--- src/rtl/core/hrsid_pkg.sv ---
package hrsid_pkg;

    // frame layout
    localparam logic [3:0] LAST_POS  = 4'd13;
    localparam logic [3:0] MODE_BYTE = 4'd4;
    localparam logic [7:0] MODE_MASK = 8'h30;

    // field sizes and decision thresholds
    localparam logic [6:0] SID_FIELD_BITS  = 7'd79;
    localparam logic [6:0] CLASS1_BITS     = 7'd62;
    localparam logic [6:0] C1_ZEROS_LIMIT  = 7'd3;
    localparam logic [6:0] SID_THR_BCI     = 7'd16;
    localparam logic [6:0] SID_THR_NO_BCI  = 7'd11;
    localparam logic [6:0] UPGRADE_LO      = 7'd16;
    localparam logic [6:0] UPGRADE_HI      = 7'd25;

    // configuration register map (word index)
    localparam logic REG_BFI_UPGRADE_EN = 1'b0;

    typedef enum logic [1:0] {
        SID_VALID   = 2'd0,
        SID_INVALID = 2'd1,
        SID_SPEECH  = 2'd2
    } t_sid_class;

    typedef struct packed {
        logic [7:0] frame_byte;
        logic       frame_start;
        logic       bad_chan;
    } t_in_item;

    typedef struct packed {
        t_sid_class sid_class;
        logic       bfi_upgrade;
    } t_out_item;

    // counts of a frame picked by its mode
    typedef struct packed {
        logic       voiced;
        logic [6:0] sid_ones;
        logic [4:0] c2_ones;
    } t_frame_sum;

    function automatic logic [3:0] pop8(input logic [7:0] v);
        logic [3:0] c;
        c = 4'd0;
        for (int i = 0; i < 8; i++) begin
            c = c + {3'd0, v[i]};
        end
        return c;
    endfunction

    function automatic logic [7:0] voiced_sid_mask(input logic [3:0] pos);
        logic [7:0] m;
        case (pos)
            4'd0, 4'd1, 4'd2, 4'd3: m = 8'h00;
            4'd4:                   m = 8'h7F;
            default:                m = (pos <= LAST_POS) ? 8'hFF : 8'h00;
        endcase
        return m;
    endfunction

    function automatic logic [7:0] unvoiced_sid_mask(input logic [3:0] pos);
        logic [7:0] m;
        case (pos)
            4'd0:    m = 8'h08;
            4'd1:    m = 8'hEF;
            4'd2:    m = 8'h1F;
            4'd3:    m = 8'h3F;
            4'd4:    m = 8'hF3;
            4'd5:    m = 8'hFC;
            4'd6:    m = 8'hA4;
            4'd7:    m = 8'hFF;
            4'd8:    m = 8'hFA;
            4'd9:    m = 8'h3F;
            4'd10:   m = 8'hFF;
            4'd11:   m = 8'h47;
            4'd12:   m = 8'hFF;
            4'd13:   m = 8'hEC;
            default: m = 8'h00;
        endcase
        return m;
    endfunction

    function automatic logic [7:0] voiced_c2_mask(input logic [3:0] pos);
        logic [7:0] m;
        case (pos)
            4'd10:   m = 8'h7F;
            4'd11:   m = 8'h80;
            4'd12:   m = 8'h3F;
            4'd13:   m = 8'hE0;
            default: m = 8'h00;
        endcase
        return m;
    endfunction

    function automatic logic [7:0] unvoiced_c2_mask(input logic [3:0] pos);
        logic [7:0] m;
        case (pos)
            4'd10:   m = 8'h07;
            4'd11:   m = 8'h07;
            4'd12:   m = 8'hFF;
            4'd13:   m = 8'hE0;
            default: m = 8'h00;
        endcase
        return m;
    endfunction

endpackage

--- src/rtl/core/gsm_hr_sid_frame_classifier_core.sv ---
// Half-rate SID frame classifier. Frame bytes enter one per item, byte 0 first,
// and the block takes one byte per clock cycle without gaps between frames
// unless the input side stalls. A byte is held in the input register; the
// popcount accumulation and the classification sit between that register and
// the result register, so the last byte of a frame passes both registers before
// its result item is valid. Only the last byte of a frame (position 13) yields
// a result item. The input side stalls only when a last byte meets a result
// that is still stalled at the output. frame_start restarts the byte position
// at any byte; without it frames follow each other every 14 bytes. bad_chan,
// the bad channel indication, is taken from the last byte. The one register,
// bfi_upgrade_enable (bit 0 at address 0, reset 1), gates the BCI to BFI upgrade
// flag; the user must write it only while idle. The block does not enforce this.
module gsm_hr_sid_frame_classifier_core
    import hrsid_pkg::*;
(
    input  logic        i_clk,
    input  logic        i_rst_n,
    input  logic        i_in_valid,
    output logic        o_in_stall,
    input  t_in_item    i_in_item,
    output logic        o_out_valid,
    input  logic        i_out_stall,
    output t_out_item   o_out_item,
    input  logic        psel,
    input  logic        penable,
    input  logic        pwrite,
    input  logic [2:0]  paddr,
    input  logic [31:0] pwdata,
    output logic [31:0] prdata,
    output logic        pready
);

    logic       r_in_valid;
    t_in_item   r_in;
    logic       r_out_valid;
    t_out_item  r_out;
    logic       r_bfi_upgrade_enable;
    logic       in_accept;
    logic       out_free;
    logic       step;
    logic       last;
    t_frame_sum sum;
    t_out_item  result;

    // configuration port
    assign pready = 1'b1;
    assign prdata = (paddr[2] == REG_BFI_UPGRADE_EN) ? {31'd0, r_bfi_upgrade_enable} : 32'd0;

    always_ff @(posedge i_clk) begin
        if (!i_rst_n) begin
            r_bfi_upgrade_enable <= 1'b1;
        end else if (psel && penable && pwrite && pready &&
                     (paddr[2] == REG_BFI_UPGRADE_EN)) begin
            r_bfi_upgrade_enable <= pwdata[0];
        end
    end

    // flow control between input register and result register
    assign out_free   = !r_out_valid || !i_out_stall;
    assign step       = r_in_valid && (!last || out_free);
    assign o_in_stall = r_in_valid && !step;
    assign in_accept  = i_in_valid && !o_in_stall;

    // input register
    always_ff @(posedge i_clk) begin
        if (!i_rst_n) begin
            r_in_valid <= 1'b0;
        end else if (in_accept) begin
            r_in_valid <= 1'b1;
        end else if (step) begin
            r_in_valid <= 1'b0;
        end
    end

    always_ff @(posedge i_clk) begin
        if (in_accept) begin
            r_in <= i_in_item;
        end
    end

    hrsid_accum u_accum (
        .i_clk   (i_clk),
        .i_rst_n (i_rst_n),
        .i_step  (step),
        .i_item  (r_in),
        .o_last  (last),
        .o_sum   (sum)
    );

    hrsid_decide u_decide (
        .i_sum        (sum),
        .i_bci        (r_in.bad_chan),
        .i_upgrade_en (r_bfi_upgrade_enable),
        .o_item       (result)
    );

    // result register
    always_ff @(posedge i_clk) begin
        if (!i_rst_n) begin
            r_out_valid <= 1'b0;
        end else if (step && last) begin
            r_out_valid <= 1'b1;
        end else if (!i_out_stall) begin
            r_out_valid <= 1'b0;
        end
    end

    always_ff @(posedge i_clk) begin
        if (step && last) begin
            r_out <= result;
        end
    end

    assign o_out_valid = r_out_valid;
    assign o_out_item  = r_out;

`ifndef SYNTHESIS
    // input side stalls only behind a held result
    a_stall_cause: assert property (@(posedge i_clk) disable iff (!i_rst_n)
        o_in_stall |-> (r_out_valid && i_out_stall))
        else $error("input stalled without a held result");

    // a new result needs a byte in the input register the cycle before
    a_result_source: assert property (@(posedge i_clk) disable iff (!i_rst_n)
        (r_out_valid && !$past(r_out_valid)) |-> $past(r_in_valid))
        else $error("result appeared without a byte");

    // an output freed by the consumer holds no stale result unless reloaded
    a_result_load: assert property (@(posedge i_clk) disable iff (!i_rst_n)
        (r_out_valid && !i_out_stall && !(step && last)) |=> !r_out_valid)
        else $error("result repeated");
`endif

endmodule

--- src/rtl/core/hrsid_accum.sv ---
module hrsid_accum
    import hrsid_pkg::*;
(
    input  logic       i_clk,
    input  logic       i_rst_n,
    input  logic       i_step,
    input  t_in_item   i_item,
    output logic       o_last,
    output t_frame_sum o_sum
);

    logic [3:0] r_pos, n_pos;
    logic       r_voiced, n_voiced;
    logic [6:0] r_v_sid, n_v_sid;
    logic [6:0] r_u_sid, n_u_sid;
    logic [4:0] r_v_c2, n_v_c2;
    logic [4:0] r_u_c2, n_u_c2;
    logic [3:0] pos;
    logic       clr;
    logic [7:0] b;

    // byte position, restart on frame_start
    always_comb begin
        pos = i_item.frame_start ? 4'd0 : r_pos;
        if (pos > LAST_POS) begin
            pos = 4'd0;
        end
    end

    assign clr = (pos == 4'd0);
    assign b   = i_item.frame_byte;

    // masked popcounts added to the running counts of both layouts
    always_comb begin
        n_v_sid = (clr ? 7'd0 : r_v_sid) + {3'd0, pop8(b & voiced_sid_mask(pos))};
        n_u_sid = (clr ? 7'd0 : r_u_sid) + {3'd0, pop8(b & unvoiced_sid_mask(pos))};
        n_v_c2  = (clr ? 5'd0 : r_v_c2) + {1'b0, pop8(b & voiced_c2_mask(pos))};
        n_u_c2  = (clr ? 5'd0 : r_u_c2) + {1'b0, pop8(b & unvoiced_c2_mask(pos))};
        if (pos == MODE_BYTE) begin
            n_voiced = |(b & MODE_MASK);
        end else begin
            n_voiced = clr ? 1'b0 : r_voiced;
        end
        n_pos = (pos == LAST_POS) ? 4'd0 : pos + 4'd1;
    end

    // counts for the frame's mode, valid with the last byte
    assign o_last         = (pos == LAST_POS);
    assign o_sum.voiced   = n_voiced;
    assign o_sum.sid_ones = n_voiced ? n_v_sid : n_u_sid;
    assign o_sum.c2_ones  = n_voiced ? n_v_c2 : n_u_c2;

    always_ff @(posedge i_clk) begin
        if (!i_rst_n) begin
            r_pos    <= 4'd0;
            r_voiced <= 1'b0;
            r_v_sid  <= 7'd0;
            r_u_sid  <= 7'd0;
            r_v_c2   <= 5'd0;
            r_u_c2   <= 5'd0;
        end else if (i_step) begin
            r_pos    <= n_pos;
            r_voiced <= n_voiced;
            r_v_sid  <= n_v_sid;
            r_u_sid  <= n_u_sid;
            r_v_c2   <= n_v_c2;
            r_u_c2   <= n_u_c2;
        end
    end

endmodule

--- src/rtl/core/hrsid_decide.sv ---
module hrsid_decide
    import hrsid_pkg::*;
(
    input  t_frame_sum i_sum,
    input  logic       i_bci,
    input  logic       i_upgrade_en,
    output t_out_item  o_item
);

    logic [6:0] c2_ext;
    logic [6:0] c1_ones;
    logic [6:0] sid_zeros;
    logic [6:0] c1_zeros;
    logic [6:0] thr;
    t_sid_class cls;

    // zero counts, clamped at zero
    always_comb begin
        c2_ext    = {2'd0, i_sum.c2_ones};
        c1_ones   = (i_sum.sid_ones >= c2_ext) ? i_sum.sid_ones - c2_ext : 7'd0;
        sid_zeros = (i_sum.sid_ones <= SID_FIELD_BITS) ?
                    SID_FIELD_BITS - i_sum.sid_ones : 7'd0;
        c1_zeros  = (c1_ones <= CLASS1_BITS) ? CLASS1_BITS - c1_ones : 7'd0;
    end

    // classification, unvoiced valid sid demoted
    always_comb begin
        thr = i_bci ? SID_THR_BCI : SID_THR_NO_BCI;
        if (c1_zeros < C1_ZEROS_LIMIT) begin
            cls = i_sum.voiced ? SID_VALID : SID_INVALID;
        end else if (sid_zeros < thr) begin
            cls = SID_INVALID;
        end else begin
            cls = SID_SPEECH;
        end
    end

    assign o_item.sid_class   = cls;
    assign o_item.bfi_upgrade = i_bci && i_upgrade_en &&
                                (sid_zeros >= UPGRADE_LO) && (sid_zeros <= UPGRADE_HI);

endmodule

--- config.mk ---
export PLATFORM = sky130hd
export DESIGN_NAME = gsm_hr_sid_frame_classifier_core
export DESIGN_NICKNAME = d
export VERILOG_FILES = /design/src/rtl/core/hrsid_pkg.sv /design/src/rtl/core/gsm_hr_sid_frame_classifier_core.sv /design/src/rtl/core/hrsid_accum.sv /design/src/rtl/core/hrsid_decide.sv
export SDC_FILE = /design/constraint.sdc
export NUM_CORES = 1
export LEC_CHECK = 0
export BUFFER_PORTS_ARGS = -buffer_cell sky130_fd_sc_hd__buf_2
export CAP_MARGIN = 10
export CORE_ASPECT_RATIO = 2
export CORE_UTILIZATION = 58
export CTS_BUF_LIST = sky130_fd_sc_hd__clkbuf_8
export CTS_CLUSTER_SIZE = 30
export DETAILED_ROUTE_END_ITERATION = 8
export PLACE_DENSITY = 0.83
export SETUP_SLACK_MARGIN = 0.1
export SYNTH_ARGS = -nofsm -noshare
export SYNTH_HDL_FRONTEND = slang
export SYNTH_SLANG_ARGS = --single-unit
--- constraint.sdc ---
create_clock -name i_clk -period 10.2 [get_ports i_clk]
set_clock_uncertainty 0.1 [all_clocks]
set_input_delay 2.04 -clock i_clk [delete_from_list [all_inputs] [get_ports i_clk]]
set_output_delay 2.04 -clock i_clk [all_outputs]
set_load 0.03 [all_outputs]
==> impl_metrics.json <==
{
  "ys.flop_type": "dfxtp_1",
  "grt.total_usage": 0.276,
  "path_buf_inv": 2,
  "die_area_um2": 8590,
  "wl_um": 11100,
  "multi_input_area_um2": 3360,
  "yosysWarnings": 0,
  "cts_root_buf": "clkbuf_8",
  "power_leakage_uw": 0.00232,
  "synth-async-reset-ratio": 0,
  "crit_slowest_cell": "dfxtp_1",
  "path_class": "reg -> reg",
  "worstHoldPathType": "reg -> reg",
  "syn_inst": 570,
  "seq_area_um2": 1030,
  "cpPeakStageDelay_ns": 0.64,
  "core_area_um2": 7940,
  "relSlewSlack": 0.300,
  "cts_tree": "yes",
  "vias": 4137,
  "synthToLayoutAreaGrowth_pct": 2.87,
  "ys_ff_latch": 45,
  "place_ws_ns": 1.09,
  "ant_nets": 0,
  "start_kind": "flop",
  "io_pins": 90,
  "outcome": "finished clean",
  "fillers": 717,
  "layout_min_cycle_time_ns": 9.30,
  "ctsResizeCount": 0,
  "synth_area_per_cell_um2": 8.35,
  "grt_pass1_wl_um": 18100,
  "hold_viol": 0,
  "diodes": 0,
  "path_clk_slew_ns": 0.09,
  "drive_gt1_frac": 0.0821,
  "post_drt_wl_per_cell_um": 16.3,
  "place.port_buffers": 24,
  "setup_viol": 0,
  "synth_top_area_frac": 0.135,
  "start_util": 0.599,
  "tns_ns": 0,
  "yosysSeqAreaShare": 0.217,
  "antenna_found_initial": 0,
  "drtIter0Drc": 221,
  "post-route-util": 0.616,
  "grt_max_degree": 33,
  "required_ns": 10.24,
  "syn_area_um2": 4760,
  "power.density_nw_per_um2": 83.9,
  "max_freq_mhz": 107,
  "stdcell_area_um2": 4900,
  "h-tree-depth": 2,
  "drcViolationCount": 0,
  "slew_violations": 0,
  "r2r_slack_ns": 0.90,
  "post_cts.repair.setup_buffers": 0,
  "grt_pass1_vias": 4015,
  "path_common_cell": "ha_1",
  "rsz0062_at_grt": "false",
  "cp_top_family": "adder cells",
  "die-width_um": 66.1,
  "cts_buffers": 5,
  "routed_via_density": 6.07,
  "synth_top_cell_by_area": "dfxtp_1",
  "die_y_um": 130,
  "nNetsFinal": 701,
  "cap_violations": 0,
  "synth_cell_types": 70,
  "synthTopCellsByArea": "dfxtp_1 13%, ha_1 12%, fa_1 8.8%",
  "cp-end-kind": "flop",
  "clockBufferDepth": 2,
  "power_uw": 411,
  "dr.pass1.iters": 5,
  "hpwl_um": 8700,
  "place_area_um2": 4810,
  "ir_worst_vdd_mv": 0.0902,
  "place_congestion": 1.01,
  "critical_path.max_fanout": 17,
  "clock_latency_ns": 0.31,
  "setup_ws_ns": 0.896,
  "fin_crit_sh": 0.912,
  "worst_pin_slew_ns": 1.04,
  "rows": 46,
  "critPathArrivalTime_ns": 9.35,
  "grt.overflow.total": 0,
  "cts.sinks": 45,
  "cts_hold_buf": 0,
  "synth_edf_count": 13
}
[cell usage after synthesis, types with 7 or more instances]
library cell  instances
a211oi_1              8
a21boi_0             16
a21o_1               16
a21oi_1              24
and2_1               29
buf_4                33
clkbuf_1             11
dfxtp_1              32
edfxtp_1             13
fa_1                 21
ha_1                 44
inv_1                40
nand2_1              81
nand3_1              10
nor2_1               21
nor2b_1              19
nor3_1                8
o211ai_1              7
o21ai_0              22
xnor2_1               8
xor2_1               12
[logic make-up after synthesis]
kind of cell / count (synthesis) / share of synthesized area
flip-flops: 45 / 0.217
adder cells (fa/ha/maj): 65 / 0.204
buffers and inverters: 92 / 0.103
AO/OA/AOI/OAI: 137 / 0.202
XOR/XNOR: 20 / 0.0368
AND/OR/NAND/NOR: 201 / 0.217
other: 2 / 0.00158
multiplexers: 8 / 0.0181
[worst paths after layout]
path                                   startpoint                         endpoint  cells past startpoint
setup / recovery    u_accum.r_pos[3]$_SDFFE_PN0P_          o_out_item[1]$_DFFE_PP_                     31
hold / removal    u_accum.r_u_sid[3]$_SDFFE_PN0P_  u_accum.r_u_sid[3]$_SDFFE_PN0P_                      2
setup reg to reg    u_accum.r_pos[3]$_SDFFE_PN0P_          o_out_item[1]$_DFFE_PP_                     31
hold reg to reg   u_accum.r_u_sid[3]$_SDFFE_PN0P_  u_accum.r_u_sid[3]$_SDFFE_PN0P_                      2
[per-layer routing]
layer | global-route usage | up-vias | part of all wire
li1 | - | 1958 | -
met2 | 0.516 | 148 | 0.55
met3 | 0.0306 | 65 | 0.035
met1 | 0.259 | 1966 | 0.34
met4 | 0.219 | 0 | 0.079
met5 | 0 | - | 0
[sequential cells by signal (all words and copies together), names as in the netlist]
register and count:
r_in 10, u_accum.r_u_sid 7, u_accum.r_v_sid 7, u_accum.r_u_c2 5
u_accum.r_v_c2 5, u_accum.r_pos 4, o_out_item 3, o_out_valid 1
r_bfi_upgrade_enable 1, r_in_valid 1, u_accum.r_voiced 1
[report_power, final]
part           total (uW)  internal (uW)  switching [uW]  leakage [uW]
registers             197            190            6.89      0.000385
clock network         112           46.3            65.9     0.0000430
logic                 102           35.9            65.7       0.00189
[cell usage in the layout, fill, tap and decap left out, types with 3 or more instances in the layout]
cell type	Yosys	layout
edfxtp_1	13	13
nor2b_1	19	19
ha_1	44	44
clkbuf_8	0	5
conb_1	2	32
a211oi_1	8	8
inv_1	40	40
buf_4	33	5
fa_1	21	21
o22ai_1	3	3
a32oi_1	4	4
nor3_1	8	8
o21a_1	6	6
nand3_1	10	10
nand2_1	81	81
dfxtp_1	32	32
a21o_1	16	16
o21ai_0	22	22
nor2_1	21	21
nand3b_1	3	3
o211ai_1	7	7
mux2i_1	6	6
nand2b_1	6	6
a21oi_1	24	24
xnor2_1	8	8
and2_1	29	29
and3_1	3	3
xor2_1	12	12
o21ai_1	3	3
o211a_1	4	4
buf_2	6	24
a21boi_0	16	16
a22oi_1	4	4
[through the flow]
step | instances | hold slack [ns]
CTS | 681 | 0.368
finish | 681 | 0.364
floorplan | 600 | 0.339
detailed placement | 673 | 0.356
global placement | 673 | 0.348
global route | 681 | 0.392
[layout make-up]
class | instances | area share
clock inverters | 3 | 0.00256
multi-input cells | 463 | 0.685
inverters | 40 | 0.0307
well taps | 96 | 0.0245
flip-flops and latches | 45 | 0.211
clock buffers | 5 | 0.0141
repair buffers | 29 | 0.0322
[tightest hold or removal path: stages (launching register included)]
cell,delay [ns]
dfxtp_1,0.32
nand2_1,0.04
a21boi_0,0.06
No activity file was read; power rests on OpenSTA's default activity.
